[config.mk]
export PLATFORM = sky130hd
export DESIGN_NAME = shot_cycle_sequencer_flat
export DESIGN_NICKNAME = d
export VERILOG_FILES = /design/src/scs_pkg.sv /design/src/scs_tick_if.sv /design/src/scs_result_if.sv /design/src/shot_cycle_sequencer.sv /design/src/scs_step.sv /design/src/flat_wrapper.sv
export VERILOG_INCLUDE_DIRS = /design/src /design/src/src
export SDC_FILE = /design/constraint.sdc
export NUM_CORES = 1
export LEC_CHECK = 0
export BUFFER_PORTS_ARGS = -buffer_cell sky130_fd_sc_hd__buf_2
export CORE_ASPECT_RATIO = 1.25
export CORE_MARGIN = 2
export CORE_UTILIZATION = 55
export DETAILED_ROUTE_END_ITERATION = 10
export PLACE_DENSITY_LB_ADDON = 0.2
export SKIP_LAST_GASP = 1
export SYNTH_ARGS = -nofsm -noshare
export SYNTH_HDL_FRONTEND = slang
export SYNTH_SLANG_ARGS = --single-unit
[constraint.sdc]
create_clock -name i_clk -period 11.1 [get_ports i_clk]
set_input_delay 1.665 -clock i_clk [delete_from_list [all_inputs] [get_ports i_clk]]
set_output_delay 1.665 -clock i_clk [all_outputs]
set_load 0.01 [all_outputs]
[src/shot_cycle_sequencer_defines.svh]
// ----------------------------------------------------------------------------
// shot cycle sequencer assertion macros
// shared concurrent assertion wrappers, clocked on i_clk; SCS_ASSERT is gated by i_rst_n
// ----------------------------------------------------------------------------
`ifndef SHOT_CYCLE_SEQUENCER_DEFINES_SVH
`define SHOT_CYCLE_SEQUENCER_DEFINES_SVH

// property checked only outside reset
`define SCS_ASSERT(label, prop, msg) \
    label: assert property (@(posedge i_clk) disable iff (!i_rst_n) prop) else $error(msg);

// property checked on every edge, reset included
`define SCS_ASSERT_ALWAYS(label, prop, msg) \
    label: assert property (@(posedge i_clk) prop) else $error(msg);

`endif

[src/scs_pkg.sv]
// ----------------------------------------------------------------------------
// scs_pkg
// types, constants and helpers of the shot cycle sequencer
// ----------------------------------------------------------------------------
`default_nettype none

package scs_pkg;

    localparam int CFG_DATA_W = 32;
    localparam int CFG_IDX_W  = 3;

    localparam logic [3:0]  SHOTS_PER_BATCH  = 4'd4;
    localparam logic [31:0] TIMEOUT_EXTRA_MS = 32'd1000;
    localparam logic [1:0]  SW_ON            = 2'd1;

    // register indexes
    localparam logic [CFG_IDX_W-1:0] CFG_CHARGE_LEFT   = 3'd0;
    localparam logic [CFG_IDX_W-1:0] CFG_CHARGE_RIGHT  = 3'd1;
    localparam logic [CFG_IDX_W-1:0] CFG_RELEASE_LEFT  = 3'd2;
    localparam logic [CFG_IDX_W-1:0] CFG_RELEASE_RIGHT = 3'd3;
    localparam logic [CFG_IDX_W-1:0] CFG_DEAD_ZONE     = 3'd4;
    localparam logic [CFG_IDX_W-1:0] CFG_CHARGE_HOLD   = 3'd5;
    localparam logic [CFG_IDX_W-1:0] CFG_RELEASE_HOLD  = 3'd6;
    localparam logic [CFG_IDX_W-1:0] CFG_INTER_SHOT    = 3'd7;

    typedef enum logic [2:0] {
        PH_IDLE    = 3'd0,
        PH_CHARGE  = 3'd1,
        PH_RELEASE = 3'd2,
        PH_PAUSE   = 3'd3,
        PH_DONE    = 3'd4
    } t_phase;

    typedef struct packed {
        logic signed [31:0] charge_left_target;
        logic signed [31:0] charge_right_target;
        logic signed [31:0] release_left_target;
        logic signed [31:0] release_right_target;
        logic [30:0]        angle_dead_zone;
        logic [15:0]        charge_hold_ms;
        logic [15:0]        release_hold_ms;
        logic [15:0]        inter_shot_ms;
    } t_cfg;

    typedef struct packed {
        t_phase      phase;
        logic [3:0]  shot_count;
        logic [31:0] phase_start_ms;
        logic        armed;
        logic        trigger_pos;
    } t_state;

    typedef struct packed {
        logic               link_valid;
        logic [1:0]         enable_switch;
        logic [31:0]        now_ms;
        logic signed [31:0] left_angle;
        logic signed [31:0] right_angle;
    } t_item;

    typedef struct packed {
        logic               drive_active;
        logic signed [31:0] left_goal;
        logic signed [31:0] right_goal;
        logic               trigger_fire;
        logic               led_toggle;
        logic [2:0]         phase_code;
        logic [3:0]         shots_done;
    } t_result;

    // |angle - goal| <= dead zone, exact over 33 bits
    function automatic logic near_goal(
        input logic [31:0] angle,
        input logic [31:0] goal,
        input logic [30:0] dz
    );
        logic [32:0] diff;
        logic [32:0] mag;
        diff = {angle[31], angle} - {goal[31], goal};
        mag  = diff[32] ? (~diff + 33'd1) : diff;
        return mag <= {2'b00, dz};
    endfunction

endpackage

`default_nettype wire

[src/scs_tick_if.sv]
// ----------------------------------------------------------------------------
// scs_tick_if
// control tick channel: valid/ready handshake with the tick fields
// ----------------------------------------------------------------------------
`default_nettype none

interface scs_tick_if;
    logic               valid;
    logic               ready;
    logic               link_valid;
    logic [1:0]         enable_switch;
    logic [31:0]        now_ms;
    logic signed [31:0] left_angle;
    logic signed [31:0] right_angle;

    modport source (
        output valid, link_valid, enable_switch, now_ms, left_angle, right_angle,
        input  ready
    );
    modport sink (
        input  valid, link_valid, enable_switch, now_ms, left_angle, right_angle,
        output ready
    );
endinterface

`default_nettype wire

[src/scs_result_if.sv]
// ----------------------------------------------------------------------------
// scs_result_if
// result channel: valid/ready handshake with the sequencer outputs
// ----------------------------------------------------------------------------
`default_nettype none

interface scs_result_if;
    logic               valid;
    logic               ready;
    logic               drive_active;
    logic signed [31:0] left_goal;
    logic signed [31:0] right_goal;
    logic               trigger_fire;
    logic               led_toggle;
    logic [2:0]         phase_code;
    logic [3:0]         shots_done;

    modport source (
        output valid, drive_active, left_goal, right_goal, trigger_fire,
               led_toggle, phase_code, shots_done,
        input  ready
    );
    modport sink (
        input  valid, drive_active, left_goal, right_goal, trigger_fire,
               led_toggle, phase_code, shots_done,
        output ready
    );
endinterface

`default_nettype wire

[src/shot_cycle_sequencer.sv]
// ----------------------------------------------------------------------------
// shot_cycle_sequencer
// sequences a batch of shots: charge, fire, release, pause, per control tick
// ----------------------------------------------------------------------------
// Usage:
//   i_tick carries one control tick per beat (link flag, switch, ms time and
//   both motor angles); o_res returns exactly one result beat per tick with
//   the motor goals, trigger position, led pulse, phase and shot count.
//   Targets, dead zone and hold times are written on the i_cfg_* port while
//   no tick is in flight; index i selects register i, one write per edge.
// Timing:
//   a tick is captured in the input register, its result is computed from it
//   and captured in the output register when the tick advances, which raises
//   o_res.valid; a stalled receiver can hold the tick in the input register.
//   One tick per cycle is sustained while the receiver is ready; the input
//   and output registers both hold a beat, so a stalled receiver only stops
//   intake once both are full.
// Reset:
//   i_rst_n low clears both beat registers, puts the sequencer in idle with
//   no batch armed and the trigger stored, and loads the register defaults.
//   A switch already on at reset does not start a batch: it must go off and
//   on again first.
// ----------------------------------------------------------------------------
`default_nettype none

`include "shot_cycle_sequencer_defines.svh"

module shot_cycle_sequencer (
    input  wire logic                           i_clk,
    input  wire logic                           i_rst_n,
    scs_tick_if.sink                            i_tick,
    scs_result_if.source                        o_res,
    input  wire logic                           i_cfg_we,
    input  wire logic [scs_pkg::CFG_IDX_W-1:0]  i_cfg_idx,
    input  wire logic [scs_pkg::CFG_DATA_W-1:0] i_cfg_data
);
    import scs_pkg::*;

    t_cfg    r_cfg;
    t_state  r_state;
    t_state  n_state;
    t_item   r_in;
    logic    r_in_valid;
    t_result r_out;
    t_result n_out;
    logic    r_out_valid;
    logic    advance;
    logic    in_take;

    // configuration registers
    always_ff @(posedge i_clk) begin
        if (!i_rst_n) begin
            r_cfg.charge_left_target   <= '0;
            r_cfg.charge_right_target  <= '0;
            r_cfg.release_left_target  <= '0;
            r_cfg.release_right_target <= '0;
            r_cfg.angle_dead_zone      <= 31'd256;
            r_cfg.charge_hold_ms       <= 16'd500;
            r_cfg.release_hold_ms      <= 16'd500;
            r_cfg.inter_shot_ms        <= 16'd500;
        end else if (i_cfg_we) begin
            unique case (i_cfg_idx)
                CFG_CHARGE_LEFT:   r_cfg.charge_left_target   <= i_cfg_data;
                CFG_CHARGE_RIGHT:  r_cfg.charge_right_target  <= i_cfg_data;
                CFG_RELEASE_LEFT:  r_cfg.release_left_target  <= i_cfg_data;
                CFG_RELEASE_RIGHT: r_cfg.release_right_target <= i_cfg_data;
                CFG_DEAD_ZONE:     r_cfg.angle_dead_zone      <= i_cfg_data[30:0];
                CFG_CHARGE_HOLD:   r_cfg.charge_hold_ms       <= i_cfg_data[15:0];
                CFG_RELEASE_HOLD:  r_cfg.release_hold_ms      <= i_cfg_data[15:0];
                CFG_INTER_SHOT:    r_cfg.inter_shot_ms        <= i_cfg_data[15:0];
                default: begin
                end
            endcase
        end
    end

    // a tick moves on when the result slot is free or being emptied
    assign advance      = r_in_valid && (!r_out_valid || o_res.ready);
    assign i_tick.ready = !r_in_valid || advance;
    assign in_take      = i_tick.valid && i_tick.ready;

    always_ff @(posedge i_clk) begin
        if (!i_rst_n) begin
            r_in_valid <= 1'b0;
        end else if (i_tick.ready) begin
            r_in_valid <= i_tick.valid;
        end
    end

    always_ff @(posedge i_clk) begin
        if (in_take) begin
            r_in.link_valid    <= i_tick.link_valid;
            r_in.enable_switch <= i_tick.enable_switch;
            r_in.now_ms        <= i_tick.now_ms;
            r_in.left_angle    <= i_tick.left_angle;
            r_in.right_angle   <= i_tick.right_angle;
        end
    end

    scs_step u_step (
        .i_cfg    (r_cfg),
        .i_state  (r_state),
        .i_item   (r_in),
        .o_state  (n_state),
        .o_result (n_out)
    );

    always_ff @(posedge i_clk) begin
        if (!i_rst_n) begin
            r_state.phase          <= PH_IDLE;
            r_state.shot_count     <= '0;
            r_state.phase_start_ms <= '0;
            r_state.armed          <= 1'b0;
            r_state.trigger_pos    <= 1'b0;
        end else if (advance) begin
            r_state <= n_state;
        end
    end

    always_ff @(posedge i_clk) begin
        if (!i_rst_n) begin
            r_out_valid <= 1'b0;
        end else if (advance) begin
            r_out_valid <= 1'b1;
        end else if (o_res.ready) begin
            r_out_valid <= 1'b0;
        end
    end

    always_ff @(posedge i_clk) begin
        if (advance) begin
            r_out <= n_out;
        end
    end

    assign o_res.valid        = r_out_valid;
    assign o_res.drive_active = r_out.drive_active;
    assign o_res.left_goal    = r_out.left_goal;
    assign o_res.right_goal   = r_out.right_goal;
    assign o_res.trigger_fire = r_out.trigger_fire;
    assign o_res.led_toggle   = r_out.led_toggle;
    assign o_res.phase_code   = r_out.phase_code;
    assign o_res.shots_done   = r_out.shots_done;

    // a fire pulse always lands with the trigger out and the release phase
    `SCS_ASSERT(a_fire_release,
        (r_out_valid && r_out.led_toggle) |->
        (r_out.trigger_fire && r_out.phase_code == PH_RELEASE),
        "fire pulse without trigger out in release")
    // the shot count never passes the batch size, and done means a full batch
    `SCS_ASSERT(a_count_range,
        (r_state.shot_count <= SHOTS_PER_BATCH) &&
        ((r_state.phase != PH_DONE) || (r_state.shot_count == SHOTS_PER_BATCH)),
        "shot count out of range for phase")
    // sequencer state only moves when a tick is consumed
    `SCS_ASSERT(a_state_hold,
        !advance |=> $stable(r_state),
        "sequencer state changed without a tick")
    // a tick waiting in the input register with a stalled result stays parked
    `SCS_ASSERT(a_stall_park,
        (r_in_valid && r_out_valid && !o_res.ready) |=> (r_in_valid && r_out_valid),
        "beat dropped under output stall")

endmodule

`default_nettype wire

[src/scs_step.sv]
// ----------------------------------------------------------------------------
// scs_step
// next-state and result logic for one control tick
// ----------------------------------------------------------------------------
`default_nettype none

module scs_step (
    input  scs_pkg::t_cfg    i_cfg,
    input  scs_pkg::t_state  i_state,
    input  scs_pkg::t_item   i_item,
    output scs_pkg::t_state  o_state,
    output scs_pkg::t_result o_result
);
    import scs_pkg::*;

    logic               allowed;
    logic [31:0]        elapsed;
    logic               in_charge;
    logic signed [31:0] goal_l;
    logic signed [31:0] goal_r;
    logic [15:0]        hold_ms;
    logic               reached;
    logic               hold_ok;
    logic               timed_out;
    logic               pause_ok;
    logic [3:0]         count_inc;

    assign allowed   = i_item.link_valid && (i_item.enable_switch == SW_ON);
    assign elapsed   = i_item.now_ms - i_state.phase_start_ms;
    assign in_charge = (i_state.phase == PH_CHARGE);

    // charge drives the charge targets, release and pause the release targets
    assign goal_l  = in_charge ? i_cfg.charge_left_target  : i_cfg.release_left_target;
    assign goal_r  = in_charge ? i_cfg.charge_right_target : i_cfg.release_right_target;
    assign hold_ms = in_charge ? i_cfg.charge_hold_ms      : i_cfg.release_hold_ms;

    assign reached   = near_goal(i_item.left_angle, goal_l, i_cfg.angle_dead_zone)
                    && near_goal(i_item.right_angle, goal_r, i_cfg.angle_dead_zone);
    assign hold_ok   = elapsed >= {16'd0, hold_ms};
    assign timed_out = elapsed >= ({16'd0, hold_ms} + TIMEOUT_EXTRA_MS);
    assign pause_ok  = elapsed >= {16'd0, i_cfg.inter_shot_ms};
    assign count_inc = i_state.shot_count + 4'd1;

    always_comb begin
        o_state               = i_state;
        o_result.drive_active = 1'b0;
        o_result.left_goal    = '0;
        o_result.right_goal   = '0;
        o_result.led_toggle   = 1'b0;

        if (!allowed) begin
            o_state.phase       = PH_IDLE;
            o_state.shot_count  = '0;
            o_state.armed       = 1'b1;
            o_state.trigger_pos = 1'b0;
        end else begin
            unique case (i_state.phase)
                PH_IDLE: begin
                    if (i_state.armed) begin
                        o_state.phase          = PH_CHARGE;
                        o_state.shot_count     = '0;
                        o_state.armed          = 1'b0;
                        o_state.phase_start_ms = i_item.now_ms;
                        o_state.trigger_pos    = 1'b0;
                    end
                end
                PH_CHARGE: begin
                    o_result.drive_active = 1'b1;
                    o_result.left_goal    = goal_l;
                    o_result.right_goal   = goal_r;
                    if ((reached && hold_ok) || timed_out) begin
                        o_state.trigger_pos    = 1'b1;
                        o_result.led_toggle    = 1'b1;
                        o_state.phase          = PH_RELEASE;
                        o_state.phase_start_ms = i_item.now_ms;
                    end
                end
                PH_RELEASE: begin
                    o_result.drive_active = 1'b1;
                    o_result.left_goal    = goal_l;
                    o_result.right_goal   = goal_r;
                    if ((reached && hold_ok) || timed_out) begin
                        o_state.trigger_pos    = 1'b0;
                        o_state.shot_count     = count_inc;
                        o_state.phase_start_ms = i_item.now_ms;
                        if (count_inc >= SHOTS_PER_BATCH) begin
                            o_state.phase = PH_DONE;
                            o_state.armed = 1'b0;
                        end else begin
                            o_state.phase = PH_PAUSE;
                        end
                    end
                end
                PH_PAUSE: begin
                    o_result.drive_active = 1'b1;
                    o_result.left_goal    = goal_l;
                    o_result.right_goal   = goal_r;
                    if (pause_ok) begin
                        o_state.phase          = PH_CHARGE;
                        o_state.phase_start_ms = i_item.now_ms;
                    end
                end
                default: begin
                    // batch done: wait for the switch to cycle
                end
            endcase
        end

        o_result.trigger_fire = o_state.trigger_pos;
        o_result.phase_code   = o_state.phase;
        o_result.shots_done   = o_state.shot_count;
    end

endmodule

`default_nettype wire
[src/flat_wrapper.sv]
// flat-port wrapper written by rule: the top's interface ports become plain ports
module shot_cycle_sequencer_flat import scs_pkg::*;
  (i_clk, i_rst_n, i_cfg_we, i_cfg_idx, i_cfg_data, i_tick_valid, i_tick_link_valid, i_tick_enable_switch, i_tick_now_ms, i_tick_left_angle, i_tick_right_angle, i_tick_ready, o_res_valid, o_res_drive_active, o_res_left_goal, o_res_right_goal, o_res_trigger_fire, o_res_led_toggle, o_res_phase_code, o_res_shots_done, o_res_ready);
  scs_tick_if i_tick_i ();
  scs_result_if o_res_i ();
  input  wire logic i_clk;
  input  wire logic i_rst_n;
  input  wire logic i_cfg_we;
  input  wire logic [scs_pkg::CFG_IDX_W-1:0] i_cfg_idx;
  input  wire logic [scs_pkg::CFG_DATA_W-1:0] i_cfg_data;
  input wire logic [$bits(i_tick_i.valid)-1:0] i_tick_valid;
  input wire logic [$bits(i_tick_i.link_valid)-1:0] i_tick_link_valid;
  input wire logic [$bits(i_tick_i.enable_switch)-1:0] i_tick_enable_switch;
  input wire logic [$bits(i_tick_i.now_ms)-1:0] i_tick_now_ms;
  input wire logic [$bits(i_tick_i.left_angle)-1:0] i_tick_left_angle;
  input wire logic [$bits(i_tick_i.right_angle)-1:0] i_tick_right_angle;
  output wire logic [$bits(i_tick_i.ready)-1:0] i_tick_ready;
  output wire logic [$bits(o_res_i.valid)-1:0] o_res_valid;
  output wire logic [$bits(o_res_i.drive_active)-1:0] o_res_drive_active;
  output wire logic [$bits(o_res_i.left_goal)-1:0] o_res_left_goal;
  output wire logic [$bits(o_res_i.right_goal)-1:0] o_res_right_goal;
  output wire logic [$bits(o_res_i.trigger_fire)-1:0] o_res_trigger_fire;
  output wire logic [$bits(o_res_i.led_toggle)-1:0] o_res_led_toggle;
  output wire logic [$bits(o_res_i.phase_code)-1:0] o_res_phase_code;
  output wire logic [$bits(o_res_i.shots_done)-1:0] o_res_shots_done;
  input wire logic [$bits(o_res_i.ready)-1:0] o_res_ready;
  assign i_tick_i.valid = i_tick_valid;
  assign i_tick_i.link_valid = i_tick_link_valid;
  assign i_tick_i.enable_switch = i_tick_enable_switch;
  assign i_tick_i.now_ms = i_tick_now_ms;
  assign i_tick_i.left_angle = i_tick_left_angle;
  assign i_tick_i.right_angle = i_tick_right_angle;
  assign i_tick_ready = i_tick_i.ready;
  assign o_res_valid = o_res_i.valid;
  assign o_res_drive_active = o_res_i.drive_active;
  assign o_res_left_goal = o_res_i.left_goal;
  assign o_res_right_goal = o_res_i.right_goal;
  assign o_res_trigger_fire = o_res_i.trigger_fire;
  assign o_res_led_toggle = o_res_i.led_toggle;
  assign o_res_phase_code = o_res_i.phase_code;
  assign o_res_shots_done = o_res_i.shots_done;
  assign o_res_i.ready = o_res_ready;
  shot_cycle_sequencer u_core (.i_clk(i_clk), .i_rst_n(i_rst_n), .i_tick(i_tick_i), .o_res(o_res_i), .i_cfg_we(i_cfg_we), .i_cfg_idx(i_cfg_idx), .i_cfg_data(i_cfg_data));
endmodule
==> metrics.txt <==
wl on met1 29.04 mm; Post-synth EDFFs around 170; clk sinks roughly 420; die area about 49,000 um^2; GP Congestion 0.9571; Peak VDD IR ~0.13 mV; Critical Path Max Stage Delay around 0.67 ns; Register-to-Register Path Depth 30; part of the cycle the worst path needs approximately four fifths; fin crit period just over 9 ns; pre-CTS setup slack about 2.2 ns; Initial DRT Pass Iterations 6; critical hold path startpoint u_core.r_cfg[105]; Vias/cell ~6; Synth-to-Final Area Change 11.55%; worst skew pair latency 0.59 ns; share of cells above drive strength 1 11.37%; non-filler cells, final 3,778; max layer used met5; Post-Synth Adder-Cell Area between 10% and 20%; final wirelength between 70 and 80 mm; Root Driver clkbuf_16; initial antenna violation count 5; mux cell area share after synthesis about 4.4%; Post-Syn Area between 20,000 and 30,000 um^2; Final WS setup 2.053 ns; setup tns final 0 ns; Cell variety after synth 97; leak pwr ~0.011 uW; Slew HR between 15 and 20%; pin count of the biggest net entering global routing approximately 110; clock slew at reported path FFs ~0.060 ns; Async S/R FF share, synth 0%; depth of the CTS H-tree 2; status finished clean; Num CTS Buffers 44; Cells after DPL approximately 3.7k; Hold Buf Count CTS 0; Hold Path Sink u_core.r_cfg[105]; largest family of logic cells by synthesized area compound AO/OA/AOI/OAI gates; max-cap violation count 0; number of global-route vias before repair about 22k; WS Path Type reg -> reg; RSZ-0062 raised after global routing false; fmax between 100 and 150 MHz; die width 199.2 um; gr ovfl total 0; post-route ant nets 0; Mapped Nets 3,312; per-cell routed wire length around 20 um; DR vias 22.36k; Hold WC Path Type reg -> reg; Initial DRC Count between 1k and 1.5k; port bufs between 200 and 250; CORE AREA 47,100 um^2; DR WL met3 between 3 and 4 mm; R2R Setup Slk 2.05 ns; Setup Viol. Count Final 0; Post-synth top flop dfxtp_1; endpoint class of the critical path register; worst reg2reg path startpoint u_core.r_state[39]; CTS tree built; Met2 Wirelength just under 40 mm; gr usage total a little under a third; initial core utilization 55.64%; Final Slew Violations 0; Nets ~3.5k; worst path arrival time 9.52 ns; Worst Path Max Fanout 32; CP most frequent cell a21oi_1; post-CTS setup buffers 0; Synth Area in XOR/XNOR under 10%; Cell Pwr Density ~140 nW/um^2; Final Skew around 0.023 ns; number of synthesized register bits 423; Die Y ~250 um; WP data required 11.57 ns; Syn Inst Count 2,963; clock buffer depth 3; Post-Synth Simple-Gate Area 18.98%; Startpoint Class register; post_cts resized 0; # DRC 0; Final Hold Fails 0; DPL Wire Length between 50 and 60 mm; Hold WS 0.4639 ns; WP buf/inv 3; CP delay by family, top compound AO/OA/AOI/OAI gates; Mapped Avg Cell Area between 8 and 9 um^2; reg-to-reg endpoint u_core.r_state[4]; YS warnings 0; Hold Crit Depth 2; Slew @ Worst Pin 1.251 ns; CP max stage cell nor4_1; Core Util, Final between 60 and 70%; first-pass GRT wire length about 120 mm; sequential fraction of the synthesis area between 30% and 40%; Compound-Gate Fraction of Synth Area 19.22%; Std-Cell Rows roughly 90; IO Count between 200 and 250
==> registers in the layout, indices dropped and copies added, names as in the netlist <==
name                       cells
u_core.o_res.drive_active      1
u_core.o_res.led_toggle        1
u_core.o_res.left_goal        32
u_core.o_res.phase_code        3
u_core.o_res.right_goal       32
u_core.o_res.shots_done        4
u_core.o_res.trigger_fire      1
u_core.o_res.valid             1
u_core.r_cfg                 207
u_core.r_in                   99
u_core.r_in_valid              1
u_core.r_state                41
==> cells in the final DEF (no fill, tap or decap), drive strengths merged, types with 21 or more instances in the layout <==
master and instances:
a211oi 22, a21boi 197, a21o 52, a21oi 176, and2 21, and3 22, buf 229, clkbuf 57
dfxtp 250, edfxtp 173, ha 207, inv 111, mux2i 113, nand2 564, nand2b 28, nand3 63
nand4 44, nor2 184, nor2b 56, nor3 41, o211ai 34, o21ai 107, xnor2 78, xor2 58
==> Yosys cell counts (all sizes together), types with 22 or more instances <==
| master | number | area [um^2] |
|---|---|---|
| nand2 | 564 | 2120 |
| nor2b | 56 | 350.3 |
| edfxtp | 173 | 5195 |
| ha | 207 | 2590 |
| inv | 111 | 416.7 |
| buf | 23 | 136.4 |
| nand4 | 44 | 281.5 |
| clkbuf | 111 | 436.7 |
| nand3 | 63 | 320.3 |
| xnor2 | 78 | 683.2 |
| o21ai | 107 | 561.8 |
| a21boi | 197 | 1494 |
| o211ai | 34 | 260.3 |
| a21oi | 176 | 895.9 |
| nor2 | 184 | 698.2 |
| a21o | 52 | 390.4 |
| and3 | 22 | 137.6 |
| nor3 | 41 | 205.2 |
| a211oi | 22 | 175.2 |
| mux2i | 113 | 1131 |
| nand2b | 28 | 175.2 |
| xor2 | 58 | 508.0 |
| dfxtp | 250 | 5005 |
==> worst max-delay path by stage <==
| stage | from | slack [ns] | end | cells past startpoint |
|---|---|---|---|---|
| 3_5_place_dp | u_core.r_state[39] | 2.16 | u_core.r_state[7] | 30 |
| 3_3_place_gp | u_core.r_state[39] | 2.37 | u_core.r_state[2] | 30 |
| 4_1_cts | u_core.r_state[39] | 2.07 | u_core.r_state[4] | 30 |
| 5_1_grt | u_core.r_state[39] | 1.14 | u_core.r_state[4] | 30 |
| 2_1_floorplan | u_core.r_state[39] | 3.29 | u_core.r_state[34] | 30 |
| 6_report | u_core.r_state[39] | 2.05 | u_core.r_state[4] | 30 |
==> per-stage QoR <==
| stage | power (uW) | cell area [um^2] |
|---|---|---|
| 5_1_grt | 4314 | 29230 |
| 6_report | 4130 | 29230 |
| 3_3_place_gp | 2536 | 27680 |
| 2_1_floorplan | 2322 | 26210 |
| 4_1_cts | 4153 | 29230 |
| 3_5_place_dp | 2560 | 27680 |
==> per-layer routing <==
layer / vias up / GRT usage, %
li1: 10850 / -
met1: 10700 / 33.13
met2: 607 / 56.42
met3: 196 / 3.818
met4: 6 / 15.80
met5: - / 0
==> report_power, final <==
group          total (uW)  switching (uW)  internal (uW)  leakage, uW
clock                1590             637            955     0.000754
sequential           1700            25.8           1670      0.00367
combinational         840             512            327      0.00619
total                4130            1180           2950       0.0106
==> area by class of cell <==
class,instances,area (um^2)
Timing Repair Buffer,229,1186
Clock buffer,57,1244
Inverter,111,417.9
Multi-Input combinational cell,2295,15070
Sequential cell,423,10200
Clock inverter,25,312.8
Fill cell,4146,17870
Antenna cell,1,2.502
Tap cell,637,797.0
==> worst register-to-register path, delay by kind of cell, from the launching register on <==
family | cells | cell delay, ns
DFF | 1 | 0.46
adders and majority gates | 2 | 0.71
buffers and inverters | 3 | 1.37
AOI/OAI and AO/OA | 14 | 2.98
and+or+nand+nor | 7 | 2.11
muxes | 2 | 0.81
xor gates and xnor gates | 2 | 0.51
==> cell families (layout without fill, tap and decap cells) <==
family                     Yosys count  in the layout
muxes                              116            116
other                                0              1
buffers and inverters              245            422
AOI/OAI and AO/OA                  734            734
DFF                                423            423
and+or+nand+nor                   1099           1099
adders and majority gates          210            210
xor gates and xnor gates           136            136
Power figures use the tool's default switching activity.
